[config.mk]
export PLATFORM = sky130hd
export DESIGN_NAME = sensor_frame_crc_check_and_scale
export DESIGN_NICKNAME = d
export VERILOG_FILES = /design/src/sfcc_pkg.sv /design/src/sensor_frame_crc_check_and_scale.sv /design/src/sfcc_front.sv /design/src/sfcc_queue.sv /design/src/sfcc_scale.sv
export VERILOG_INCLUDE_DIRS = /design/src /design/src/src
export SDC_FILE = /design/constraint.sdc
export NUM_CORES = 1
export LEC_CHECK = 0
export BUFFER_PORTS_ARGS = -buffer_cell sky130_fd_sc_hd__buf_2
export CORE_MARGIN = 3
export CORE_UTILIZATION = 25
export DETAILED_ROUTE_END_ITERATION = 16
export HOLD_SLACK_MARGIN = 0.02
export PLACE_DENSITY_LB_ADDON = 0.05
export SYNTH_ARGS = -nofsm -noshare
export SYNTH_HDL_FRONTEND = slang
export SYNTH_SLANG_ARGS = --single-unit
[constraint.sdc]
create_clock -name clk -period 12.3 [get_ports clk]
set_clock_uncertainty 0.2 [all_clocks]
set_input_delay 3.69 -clock clk [delete_from_list [all_inputs] [get_ports clk]]
set_output_delay 3.69 -clock clk [all_outputs]
set_load 0.005 [all_outputs]
[src/sensor_frame_crc_check_and_scale_assert.svh]
// ----------------------------------------------------------------------------
// Assertion macros for the sensor frame checker
// Immediate-consequence and next-cycle forms, clocked on clk, off during rst.
// ----------------------------------------------------------------------------
`ifndef SENSOR_FRAME_CRC_CHECK_AND_SCALE_ASSERT_SVH
`define SENSOR_FRAME_CRC_CHECK_AND_SCALE_ASSERT_SVH

// antecedent and consequent in the same cycle
`define SFCC_ASSERT_SAME(lbl, ante, cons, msg) \
  lbl: assert property (@(posedge clk) disable iff (rst) (ante) |-> (cons)) \
    else $error(msg);

// consequent in the cycle after the antecedent
`define SFCC_ASSERT_NEXT(lbl, ante, cons, msg) \
  lbl: assert property (@(posedge clk) disable iff (rst) (ante) |=> (cons)) \
    else $error(msg);

`endif

[src/sfcc_pkg.sv]
// ----------------------------------------------------------------------------
// sfcc_pkg
// Shared types, codes and helper functions of the sensor frame checker.
// ----------------------------------------------------------------------------
`default_nettype none

package sfcc_pkg;

  localparam int QUEUE_DEPTH = 2;

  localparam logic [7:0] CRC_POLY = 8'h31;
  localparam logic [7:0] CRC_INIT = 8'hFF;

  // Scale factors and offsets, hundredths of a unit
  localparam logic [14:0] TEMP_SPAN   = 15'd17500;
  localparam logic [15:0] TEMP_OFFSET = 16'd4500;
  localparam logic [13:0] HUM_SPAN    = 14'd12500;
  localparam logic [13:0] HUM_OFFSET  = 14'd600;
  localparam logic [13:0] HUM_MAX     = 14'd10000;
  localparam logic [16:0] WORD_FULL   = 17'd65535;

  localparam logic [1:0] STATUS_OK    = 2'd0;
  localparam logic [1:0] STATUS_A_BAD = 2'd1;
  localparam logic [1:0] STATUS_B_BAD = 2'd2;

  typedef enum logic [2:0] {
    POS_A_MSB,
    POS_A_LSB,
    POS_A_CRC,
    POS_B_MSB,
    POS_B_LSB,
    POS_B_CRC
  } frame_pos_t;

  typedef struct packed {
    logic [1:0]  status;
    logic [15:0] word_a;
    logic [15:0] word_b;
  } frame_rec_t;

  // CRC-8, MSB first, one byte
  function automatic logic [7:0] crc8_byte(input logic [7:0] crc, input logic [7:0] b);
    logic [7:0] c;
    c = crc ^ b;
    for (int i = 0; i < 8; i++) begin
      if (c[7]) begin
        c = {c[6:0], 1'b0} ^ CRC_POLY;
      end else begin
        c = {c[6:0], 1'b0};
      end
    end
    return c;
  endfunction

  // floor(x / 65535) for x below 17501 * 65536: split at bit 16, one correction
  function automatic logic [14:0] div_word_full(input logic [30:0] x);
    logic [14:0] q0;
    logic [16:0] r0;
    q0 = x[30:16];
    r0 = {1'b0, x[15:0]} + {2'b00, q0};
    if (r0 >= WORD_FULL) begin
      q0 = q0 + 15'd1;
    end
    return q0;
  endfunction

endpackage

`default_nettype wire

[src/sensor_frame_crc_check_and_scale.sv]
// ----------------------------------------------------------------------------
// sensor_frame_crc_check_and_scale
// Checks six-byte humidity/temperature replies and scales the two words.
// ----------------------------------------------------------------------------
// Takes one reply byte per transfer and, on every sixth byte, emits one result
// transfer with the CRC status, both raw words, temperature in 0.01 degC and
// humidity in 0.01 %RH. Input rate is one byte per cycle; s_tready drops only
// while the record queue (QUEUE_DEPTH frames) is full because the output side
// is stalled. When its sixth byte is taken, the record enters the queue; the
// scale stage then registers the two scale multiplies, and the divide by
// 65535, offset and clamp go into the output register. A CRC failure still
// yields a result built from the bytes as received; if both words fail,
// status reports the first word.
`default_nettype none

module sensor_frame_crc_check_and_scale #(
  parameter int QUEUE_DEPTH = sfcc_pkg::QUEUE_DEPTH
) (
  input  wire logic        clk,
  input  wire logic        rst,
  input  wire logic        s_tvalid,
  output logic             s_tready,
  input  wire logic [7:0]  s_tdata,   // [7:0] rx_byte
  input  wire logic [0:0]  s_tuser,   // [0] frame_start
  output logic             m_tvalid,
  input  wire logic        m_tready,
  output logic [63:0]      m_tdata    // [1:0] status, [17:2] word_a, [33:18] word_b,
                                      // [48:34] temp_centi_c, [62:49] humid_centi_pct,
                                      // [63] zero
);
  import sfcc_pkg::*;

`include "sensor_frame_crc_check_and_scale_assert.svh"

  logic        in_accept;
  frame_rec_t  front_rec;
  logic        push;
  logic        q_full;
  logic        q_empty;
  frame_rec_t  q_rec;
  logic        back_ready;
  logic        pop;

  logic [1:0]         status;
  logic [15:0]        word_a;
  logic [15:0]        word_b;
  logic signed [14:0] temp_centi_c;
  logic [13:0]        humid_centi_pct;

  // front stalls only when a whole-frame record has nowhere to go
  assign s_tready  = !q_full;
  assign in_accept = s_tvalid && s_tready;
  assign pop       = !q_empty && back_ready;

  sfcc_front u_front (
    .clk         (clk),
    .rst         (rst),
    .accept      (in_accept),
    .rx_byte     (s_tdata),
    .frame_start (s_tuser[0]),
    .rec         (front_rec),
    .push        (push)
  );

  sfcc_queue #(
    .DEPTH (QUEUE_DEPTH)
  ) u_queue (
    .clk      (clk),
    .rst      (rst),
    .push     (push),
    .push_rec (front_rec),
    .full     (q_full),
    .pop      (pop),
    .pop_rec  (q_rec),
    .empty    (q_empty)
  );

  sfcc_scale u_scale (
    .clk             (clk),
    .rst             (rst),
    .in_valid        (!q_empty),
    .in_ready        (back_ready),
    .in_rec          (q_rec),
    .out_valid       (m_tvalid),
    .out_ready       (m_tready),
    .status          (status),
    .word_a          (word_a),
    .word_b          (word_b),
    .temp_centi_c    (temp_centi_c),
    .humid_centi_pct (humid_centi_pct)
  );

  assign m_tdata = {1'b0, humid_centi_pct, temp_centi_c, word_b, word_a, status};

  // a finished frame must never be written into a full queue
  `SFCC_ASSERT_SAME(a_no_push_full, push, !q_full, "frame record pushed into full queue")
  // a pushed record is visible to the back end on the next cycle
  `SFCC_ASSERT_NEXT(a_push_seen, push, !q_empty, "queue empty after frame push")
  // humidity clamp holds on every delivered result
  `SFCC_ASSERT_SAME(a_hum_range, m_tvalid, humid_centi_pct <= HUM_MAX, "humidity above limit")

endmodule

`default_nettype wire

[src/sfcc_front.sv]
// ----------------------------------------------------------------------------
// sfcc_front
// Byte intake: frame position, CRC per word, word capture, status.
// ----------------------------------------------------------------------------
`default_nettype none

module sfcc_front (
  input  wire logic               clk,
  input  wire logic               rst,
  input  wire logic               accept,
  input  wire logic [7:0]         rx_byte,
  input  wire logic               frame_start,
  output sfcc_pkg::frame_rec_t    rec,
  output logic                    push
);
  import sfcc_pkg::*;

  frame_pos_t pos;
  frame_pos_t pos_cur;
  frame_pos_t pos_next;
  logic [7:0] crc;
  logic [7:0] crc_in;
  logic [7:0] crc_new;
  logic [15:0] word_a;
  logic [7:0] high_b;
  logic [7:0] low_b;
  logic       check_a_ok;

  // effective position of this byte; a start mark restarts the frame
  always_comb begin
    case (pos)
      POS_A_MSB, POS_A_LSB, POS_A_CRC,
      POS_B_MSB, POS_B_LSB, POS_B_CRC: pos_cur = pos;
      default:                         pos_cur = POS_A_MSB;
    endcase
    if (frame_start) begin
      pos_cur = POS_A_MSB;
    end
  end

  // next state
  always_comb begin
    case (pos_cur)
      POS_A_MSB: pos_next = POS_A_LSB;
      POS_A_LSB: pos_next = POS_A_CRC;
      POS_A_CRC: pos_next = POS_B_MSB;
      POS_B_MSB: pos_next = POS_B_LSB;
      POS_B_LSB: pos_next = POS_B_CRC;
      POS_B_CRC: pos_next = POS_A_MSB;
      default:   pos_next = POS_A_LSB;
    endcase
  end

  // outputs
  always_comb begin
    case (pos_cur)
      POS_A_MSB, POS_B_MSB: crc_in = CRC_INIT;
      default:              crc_in = crc;
    endcase
    crc_new = crc8_byte(crc_in, rx_byte);
    push    = accept && (pos_cur == POS_B_CRC);

    rec.word_a = word_a;
    rec.word_b = {high_b, low_b};
    if (!check_a_ok) begin
      rec.status = STATUS_A_BAD;
    end else if (crc != rx_byte) begin
      rec.status = STATUS_B_BAD;
    end else begin
      rec.status = STATUS_OK;
    end
  end

  always_ff @(posedge clk) begin
    if (rst) begin
      pos        <= POS_A_MSB;
      crc        <= CRC_INIT;
      check_a_ok <= 1'b0;
      word_a     <= '0;
      high_b     <= '0;
      low_b      <= '0;
    end else if (accept) begin
      pos <= pos_next;
      case (pos_cur)
        POS_A_MSB: begin
          crc    <= crc_new;
          word_a <= {rx_byte, 8'h00};
        end
        POS_A_LSB: begin
          crc         <= crc_new;
          word_a[7:0] <= rx_byte;
        end
        POS_A_CRC: begin
          check_a_ok <= (crc == rx_byte);
          crc        <= CRC_INIT;
        end
        POS_B_MSB: begin
          crc    <= crc_new;
          high_b <= rx_byte;
        end
        POS_B_LSB: begin
          crc   <= crc_new;
          low_b <= rx_byte;
        end
        default: begin
          crc <= CRC_INIT;
        end
      endcase
    end
  end

endmodule

`default_nettype wire

[src/sfcc_queue.sv]
// ----------------------------------------------------------------------------
// sfcc_queue
// Small first-in first-out queue of checked frame records.
// ----------------------------------------------------------------------------
`default_nettype none

module sfcc_queue #(
  parameter int DEPTH = sfcc_pkg::QUEUE_DEPTH
) (
  input  wire logic                 clk,
  input  wire logic                 rst,
  input  wire logic                 push,
  input  wire sfcc_pkg::frame_rec_t push_rec,
  output logic                      full,
  input  wire logic                 pop,
  output sfcc_pkg::frame_rec_t      pop_rec,
  output logic                      empty
);
  import sfcc_pkg::*;

  localparam int PTR_W = (DEPTH > 1) ? $clog2(DEPTH) : 1;
  localparam int CNT_W = $clog2(DEPTH + 1);
  localparam logic [PTR_W-1:0] PTR_LAST = PTR_W'(DEPTH - 1);
  localparam logic [CNT_W-1:0] CNT_FULL = CNT_W'(DEPTH);

  frame_rec_t       entries [DEPTH];
  logic [PTR_W-1:0] wr_ptr;
  logic [PTR_W-1:0] rd_ptr;
  logic [CNT_W-1:0] count;

  assign full    = (count == CNT_FULL);
  assign empty   = (count == '0);
  assign pop_rec = entries[rd_ptr];

  always_ff @(posedge clk) begin
    if (push) begin
      entries[wr_ptr] <= push_rec;
    end
  end

  always_ff @(posedge clk) begin
    if (rst) begin
      wr_ptr <= '0;
      rd_ptr <= '0;
      count  <= '0;
    end else begin
      if (push) begin
        wr_ptr <= (wr_ptr == PTR_LAST) ? '0 : wr_ptr + PTR_W'(1);
      end
      if (pop) begin
        rd_ptr <= (rd_ptr == PTR_LAST) ? '0 : rd_ptr + PTR_W'(1);
      end
      if (push && !pop) begin
        count <= count + CNT_W'(1);
      end else if (pop && !push) begin
        count <= count - CNT_W'(1);
      end
    end
  end

endmodule

`default_nettype wire

[src/sfcc_scale.sv]
// ----------------------------------------------------------------------------
// sfcc_scale
// Two-stage scaling pipeline: products, then divide, offset, clamp.
// ----------------------------------------------------------------------------
`default_nettype none

module sfcc_scale (
  input  wire logic                 clk,
  input  wire logic                 rst,
  input  wire logic                 in_valid,
  output logic                      in_ready,
  input  wire sfcc_pkg::frame_rec_t in_rec,
  output logic                      out_valid,
  input  wire logic                 out_ready,
  output logic [1:0]                status,
  output logic [15:0]               word_a,
  output logic [15:0]               word_b,
  output logic signed [14:0]        temp_centi_c,
  output logic [13:0]               humid_centi_pct
);
  import sfcc_pkg::*;

  logic        s1_valid;
  frame_rec_t  s1_rec;
  logic [30:0] s1_prod_t;
  logic [29:0] s1_prod_h;
  logic        s1_ready;
  logic        out_free;

  logic [14:0] q_t;
  logic [14:0] q_h;
  logic [15:0] t_wide;
  logic [13:0] h_val;

  assign out_free = !out_valid || out_ready;
  assign s1_ready = !s1_valid || out_free;
  assign in_ready = s1_ready;

  always_comb begin
    q_t    = div_word_full(s1_prod_t);
    q_h    = div_word_full({1'b0, s1_prod_h});
    t_wide = {1'b0, q_t} - TEMP_OFFSET;
    if (q_h[13:0] < HUM_OFFSET) begin
      h_val = '0;
    end else if (q_h[13:0] - HUM_OFFSET > HUM_MAX) begin
      h_val = HUM_MAX;
    end else begin
      h_val = q_h[13:0] - HUM_OFFSET;
    end
  end

  always_ff @(posedge clk) begin
    if (rst) begin
      s1_valid  <= 1'b0;
      out_valid <= 1'b0;
    end else begin
      if (s1_ready) begin
        s1_valid <= in_valid;
      end
      if (out_free) begin
        out_valid <= s1_valid;
      end
    end
  end

  // operands widened to the full product width
  always_ff @(posedge clk) begin
    if (s1_ready && in_valid) begin
      s1_rec    <= in_rec;
      s1_prod_t <= {16'd0, TEMP_SPAN} * {15'd0, in_rec.word_a};
      s1_prod_h <= {16'd0, HUM_SPAN} * {14'd0, in_rec.word_b};
    end
    if (out_free && s1_valid) begin
      status          <= s1_rec.status;
      word_a          <= s1_rec.word_a;
      word_b          <= s1_rec.word_b;
      temp_centi_c    <= signed'(t_wide[14:0]);
      humid_centi_pct <= h_val;
    end
  end

endmodule

`default_nettype wire
Word level (Yosys, flattened, before mapping) --
Memories as Yosys holds them, arrays and structs flattened. A register that Yosys moved wholly into a read port is not among the register bits. Index checks and enable logic that the tools add are counted.
Operators by class: reductions and logical operators 28, add/subtract/negate cells 10, equal/unequal tests 13, multipliers 2, bitwise gates (word level) 9, order comparisons 4, mux-type cells 27
Operators by type and width (number):
- $mux W6 | 8
- $ge A17 B16 Y1 const B | 2
- $mul A13 B16 Y29 const A | 1
- $mul A12 B16 Y28 const A | 1
- $mux W14 | 2
- $not A3 Y3 | 8
- $add A16 B14 Y17 | 1
- $add A16 B15 Y17 | 1
- $mux W8 | 2
- $pmux W8 S2 | 1
- $add A15 B1 Y15 const B | 1
- $mux W15 | 1
- $pmux W3 S5 | 1
- $sub A15 B13 Y15 const B | 1
- $add A14 B1 Y14 const B | 1
- $gt A14 B14 Y1 const B | 1
- $lt A14 B10 Y1 const B | 1
- $sub A14 B10 Y14 const B | 1
- $eq A3 B2 Y1 const B | 4
- $eq A3 B3 Y1 const B | 4
- $reduce_and A2 Y1 | 5
- $eq A8 B8 Y1 | 1
- $mux W2 | 4
- $ne A8 B8 Y1 | 1
- other kinds (17) | 39
Word-level totals: memories 1, logic and storage cells 117, bits in registers 204, input port bits 13, bits in writable memories 68, output and inout bits 66
Memory list:
- u_queue.entries | words 2, width 34, rd ports 1, clocked after memory_dff 1, write ports 1, RTL line sfcc_queue.sv:26 | frame_rec_t entries [DEPTH];

Longest topological paths before layout --
word-level depth 25, depth in mapped cells 27, gate-level depth less buffers 25

Hierarchy --
A second synthesis with hierarchy kept.
Unflattened totals: cells, all modules 1731, area, all modules 19047.0 um2
By module, submodules not included:
- sfcc_scale | cells an instance 1325, area each 14127.3 um2, times used 1, sequential area each 4574.4 um2
- sfcc_queue | cells an instance 128, area each 2660.1 um2, times used 1, sequential area each 2142.1 um2
- sfcc_front | cells an instance 272, area each 2228.4 um2, times used 1, sequential area each 880.8 um2
- sensor_frame_crc_check_and_scale | cells an instance 6, area each 31.3 um2, times used 1, sequential area each 0.0 um2

Least setup slack after synthesis --
Ideal clock, no wire load.
path kind input -> register, start in m_tready, end reg u_scale.humid_centi_pct[0] (enable), arrival time 6.559 ns, path slack 5.049 ns, cell stages on the path 2, buffers on the path 0, setup time 0.492 ns, required time 11.608 ns, cell sequence nor2b_1 > nor2b_1
Between the ends: cells in the longest elaborated chain, start to end 2
Ends and longest elaborated chain:
- from (decl) | RTL line sensor_frame_crc_check_and_scale.sv:26 | input wire logic m_tready,
- $logic_or A1 B1 Y1 | RTL line sfcc_scale.sv:35 | assign out_free = !out_valid || out_ready;
- $logic_and A1 B1 Y1 | RTL line sfcc_scale.sv:73 | if (out_free && s1_valid) begin
- to (signal assigned) | RTL line sfcc_scale.sv:78 | humid_centi_pct <= h_val;
- to (decl) | RTL line sfcc_scale.sv:19 | output logic [13:0] humid_centi_pct
No other way between the ends. A chain may end at the register's enable or synchronous reset.

==> impl_results.md <==
- Status: finished clean
- Met2 Track Usage GR: 19.5%
- Mapped Avg Cell Area: 11.3 µm²
- DR vias/cell: 4.33
- Final nets: 2055
- Worst-margin pin slew: 1060 ps
- Core area: 0.0732 mm²
- Total track usage: 12.2%
- Row count: between 90 and 100
- Yosys warns: 0
- Number of buffers added on ports: slightly below 80
- Final Max Tran Viols: 0
- Via count: 11700
- CTS Root Cell: clkbuf_16
- First-iteration detailed-routing DRC count: 411
- Final Util: 29.2%
- Worst-path maximum fanout: 9
- I/O Pins: just under 80
- Hold Buf Count CTS: 0
- WP buf/inv: 5
- Compound-Gate Fraction of Synth Area: 8.56%
- Cells after DPL: ~2600
- Final WS setup: 4970 ps
- Slew headroom: 29.4%
- Clk_lat worst skew: 570 ps
- Peak clock frequency supported by timing: 136 MHz
- Initial core utilization: 25.3%
- Sum Neg Setup Slack: 0 ps
- Ys flop type: edfxtp_1
- Mapped Nets: ~2000
- Total Routed Length: 46400 µm
- CP peak stage delay: 550 ps
- Clk sink count: 270
- Final hold vios: 0
- Drt wl/cell: 17.1 µm
- Mapped Cells: 1634
- # diodes: 0
- Post-synth EDFFs: 219
- Mux contribution to synthesized area: roughly 3.8%
- M3 GR Usage: 2.08%
- Pre-CTS setup slack: 4860 ps
- First-pass GRT wire length: approximately 73000 µm
- Most Frequent Cell on Critical Path: inv_1
- Critical path capture point type: register
- Most Crowded Layer GR: met2
- Final setup vio count: 0
- Hold Crit Class: reg2reg
- TritonCTS Buffers: 37
- Main combinational cell family by area after synthesis: adder cells
- Die Height: 278 µm
- CP top delay family: compound AO/OA/AOI/OAI gates
- Die ar.: 0.0774 mm²
- Largest net degree at the start of global routing: 74
- Post-Synth Simple-Gate Area: around a tenth
- CTS tree: done
- Critical-path top delay cell: o41ai_1
- DR pass1 iterations: 4
- Grt total ovfl: 0
- CP Class: reg2reg
- H-Tree Depth: 2
- Number of max-cap violations: 0
- Xor/xnor share of the synthesized area: 6.38%
- Gp weighted congestion: approximately 0.77
- Layout Cells excl Fill: ~2700
- DP HPWL: around 35000 µm
- Residual DRC count: 0
- Layout cells sized above 1: roughly 11%
- Post-synthesis sequential area ratio: 41.0%
- Clk buf depth: 3
- ANT nets after route: 0
- FF+latch count, synth: 270
- Synth unique cells: 75
- # resized after CTS: 0
- Crit path launch type: register
- Post-CTS Setup Inserts: 0
- Die X: between 200 and 300 µm
- Worst EP arrival: about 7500 ps
- Clock Pin Slew Worst Setup and Hold Paths: 60 ps
- Area growth syn-to-layout: 15.4%
- Mapped Area: 0.0185 mm²
- Final Cycle Share: 59.6%
- RSZ-0062 raised after global routing: no
- Met1 usage: around 17%
- Via count of the first global-routing pass: 12500
- Worst path required time: 12420 ps
- Tmin final: 7330 ps
- Synth async-reset ratio: 0%
- Synth Area in Adders: approximately 25%
- Antenna violations before repair: 0
==> cell usage in the layout (no fill, tap or decap), drive strengths merged, types with 7 or more instances in the layout <==
cell / n
xor2: 39
inv: 237
mux2i: 43
or3: 11
o22ai: 11
ha: 229
o21bai: 10
o211ai: 7
clkbuf: 49
nor4: 13
nand2: 55
nor2: 93
nor3: 25
fa: 91
buf: 84
edfxtp: 219
clkinv: 12
and3: 17
o31ai: 11
xnor2: 96
nor2b: 15
a21oi: 67
o21ai: 36
mux2: 24
a211oi: 15
nand3: 36
dfxtp: 51
a21o: 16
or2: 10
nand2b: 21
o21a: 11
and2: 14
==> flip-flops by register name, summed over array words and instances (netlist names), named ones only <==
name                     count
u_queue.entries             68
u_front.crc                  8
u_front.check_a_ok           1
u_scale.s1_prod_t           28
u_scale.status               2
u_front.word_a              16
u_scale.s1_rec              34
u_queue.count                2
u_scale.word_b              16
u_scale.s1_valid             1
u_scale.word_a              16
u_scale.temp_centi_c        15
u_front.low_b                8
u_scale.out_valid            1
u_queue.rd_ptr               1
u_scale.s1_prod_h           26
u_front.pos                  3
u_queue.wr_ptr               1
u_front.high_b               8
u_scale.humid_centi_pct     14
==> final timing paths <==
kind	slack (ps)	startpoint	cells past startpoint	to
setup / recovery	4970	register	25	u_scale.s1_prod_t[30]$_DFFE_PP_
hold / removal	220	u_scale.s1_rec[14]$_DFFE_PP_	0	u_scale.word_b[14]$_DFFE_PP_
setup reg to reg	4970	register	25	u_scale.s1_prod_t[30]$_DFFE_PP_
hold reg to reg	220	u_scale.s1_rec[14]$_DFFE_PP_	0	u_scale.word_b[14]$_DFFE_PP_
==> kinds of logic (layout without fill, tap and decap cells) <==
group	Yosys count	in the layout
compound gates	231	231
mux	67	67
buf+inv	271	388
simple gates	339	339
flops	270	270
fa+ha+maj	320	320
other cells	1	1
xor+xnor	135	135
==> through the flow <==
stage / cell area (µm²) / hold slack, ps
6_report: 21400 / 217
5_1_grt: 21400 / 228
4_1_cts: 21400 / 220
3_5_place_dp: 20100 / 205
3_3_place_gp: 20100 / 203
2_1_floorplan: 18500 / 200
==> worst register-to-register path: cells and delay by family, from the launching register on <==
family / cells / cell delay, ps
AOI/OAI and AO/OA: 11 / 2760
DFF: 1 / 470
and+or+nand+nor: 2 / 520
buffers and inverters: 5 / 410
adders and majority gates: 6 / 2360
muxes: 1 / 380
==> area by class of cell <==
cell class | count | area, µm²
Clock inverter | 19 | 318
Inverter | 236 | 888
Sequential cell | 270 | 7600
Tap cell | 959 | 1200
Clock buffer | 49 | 1010
Fill cell | 7569 | 51800
Multi-Input combinational cell | 1093 | 9930
Timing Repair Buffer | 84 | 438
==> metal layers <==
metal | up-vias | wire length [µm]
met4 | 0 | 855
met3 | 49 | 1500
met5 | - | 0
met2 | 138 | 20700
li1 | 5901 | -
met1 | 5648 | 23400
==> synthesized netlist by cell type, types with 6 or more instances <==
| master | count | share of area (%) |
|---|---|---|
| edfxtp_1 | 219 | 35 |
| and3_1 | 17 | 0.57 |
| fa_1 | 91 | 9.8 |
| nand2b_1 | 21 | 0.71 |
| a21o_1 | 16 | 0.65 |
| o211ai_1 | 7 | 0.28 |
| a211oi_1 | 12 | 0.49 |
| xor2_1 | 39 | 1.8 |
| and2_1 | 12 | 0.41 |
| a21oi_1 | 65 | 1.8 |
| nor2_1 | 93 | 1.9 |
| ha_1 | 229 | 15 |
| o22ai_1 | 10 | 0.34 |
| nand3_1 | 34 | 0.92 |
| nor4_1 | 11 | 0.37 |
| inv_1 | 236 | 4.8 |
| mux2i_1 | 43 | 2.3 |
| o21a_1 | 11 | 0.45 |
| o21ai_0 | 33 | 0.89 |
| nor3_1 | 24 | 0.65 |
| nand4_1 | 6 | 0.20 |
| xnor2_1 | 96 | 4.5 |
| dfxtp_1 | 51 | 5.5 |
| o21bai_1 | 10 | 0.41 |
| a31oi_1 | 6 | 0.20 |
| or2_2 | 9 | 0.30 |
| nor2b_1 | 15 | 0.51 |
| mux2_2 | 24 | 1.5 |
| nand2_1 | 55 | 1.1 |
| o31ai_1 | 11 | 0.45 |
| clkbuf_1 | 31 | 0.63 |
| or3_1 | 11 | 0.37 |
Power is not shown: default switching activity piles up to over one toggle a cycle in this logic, so the estimate is an artifact.
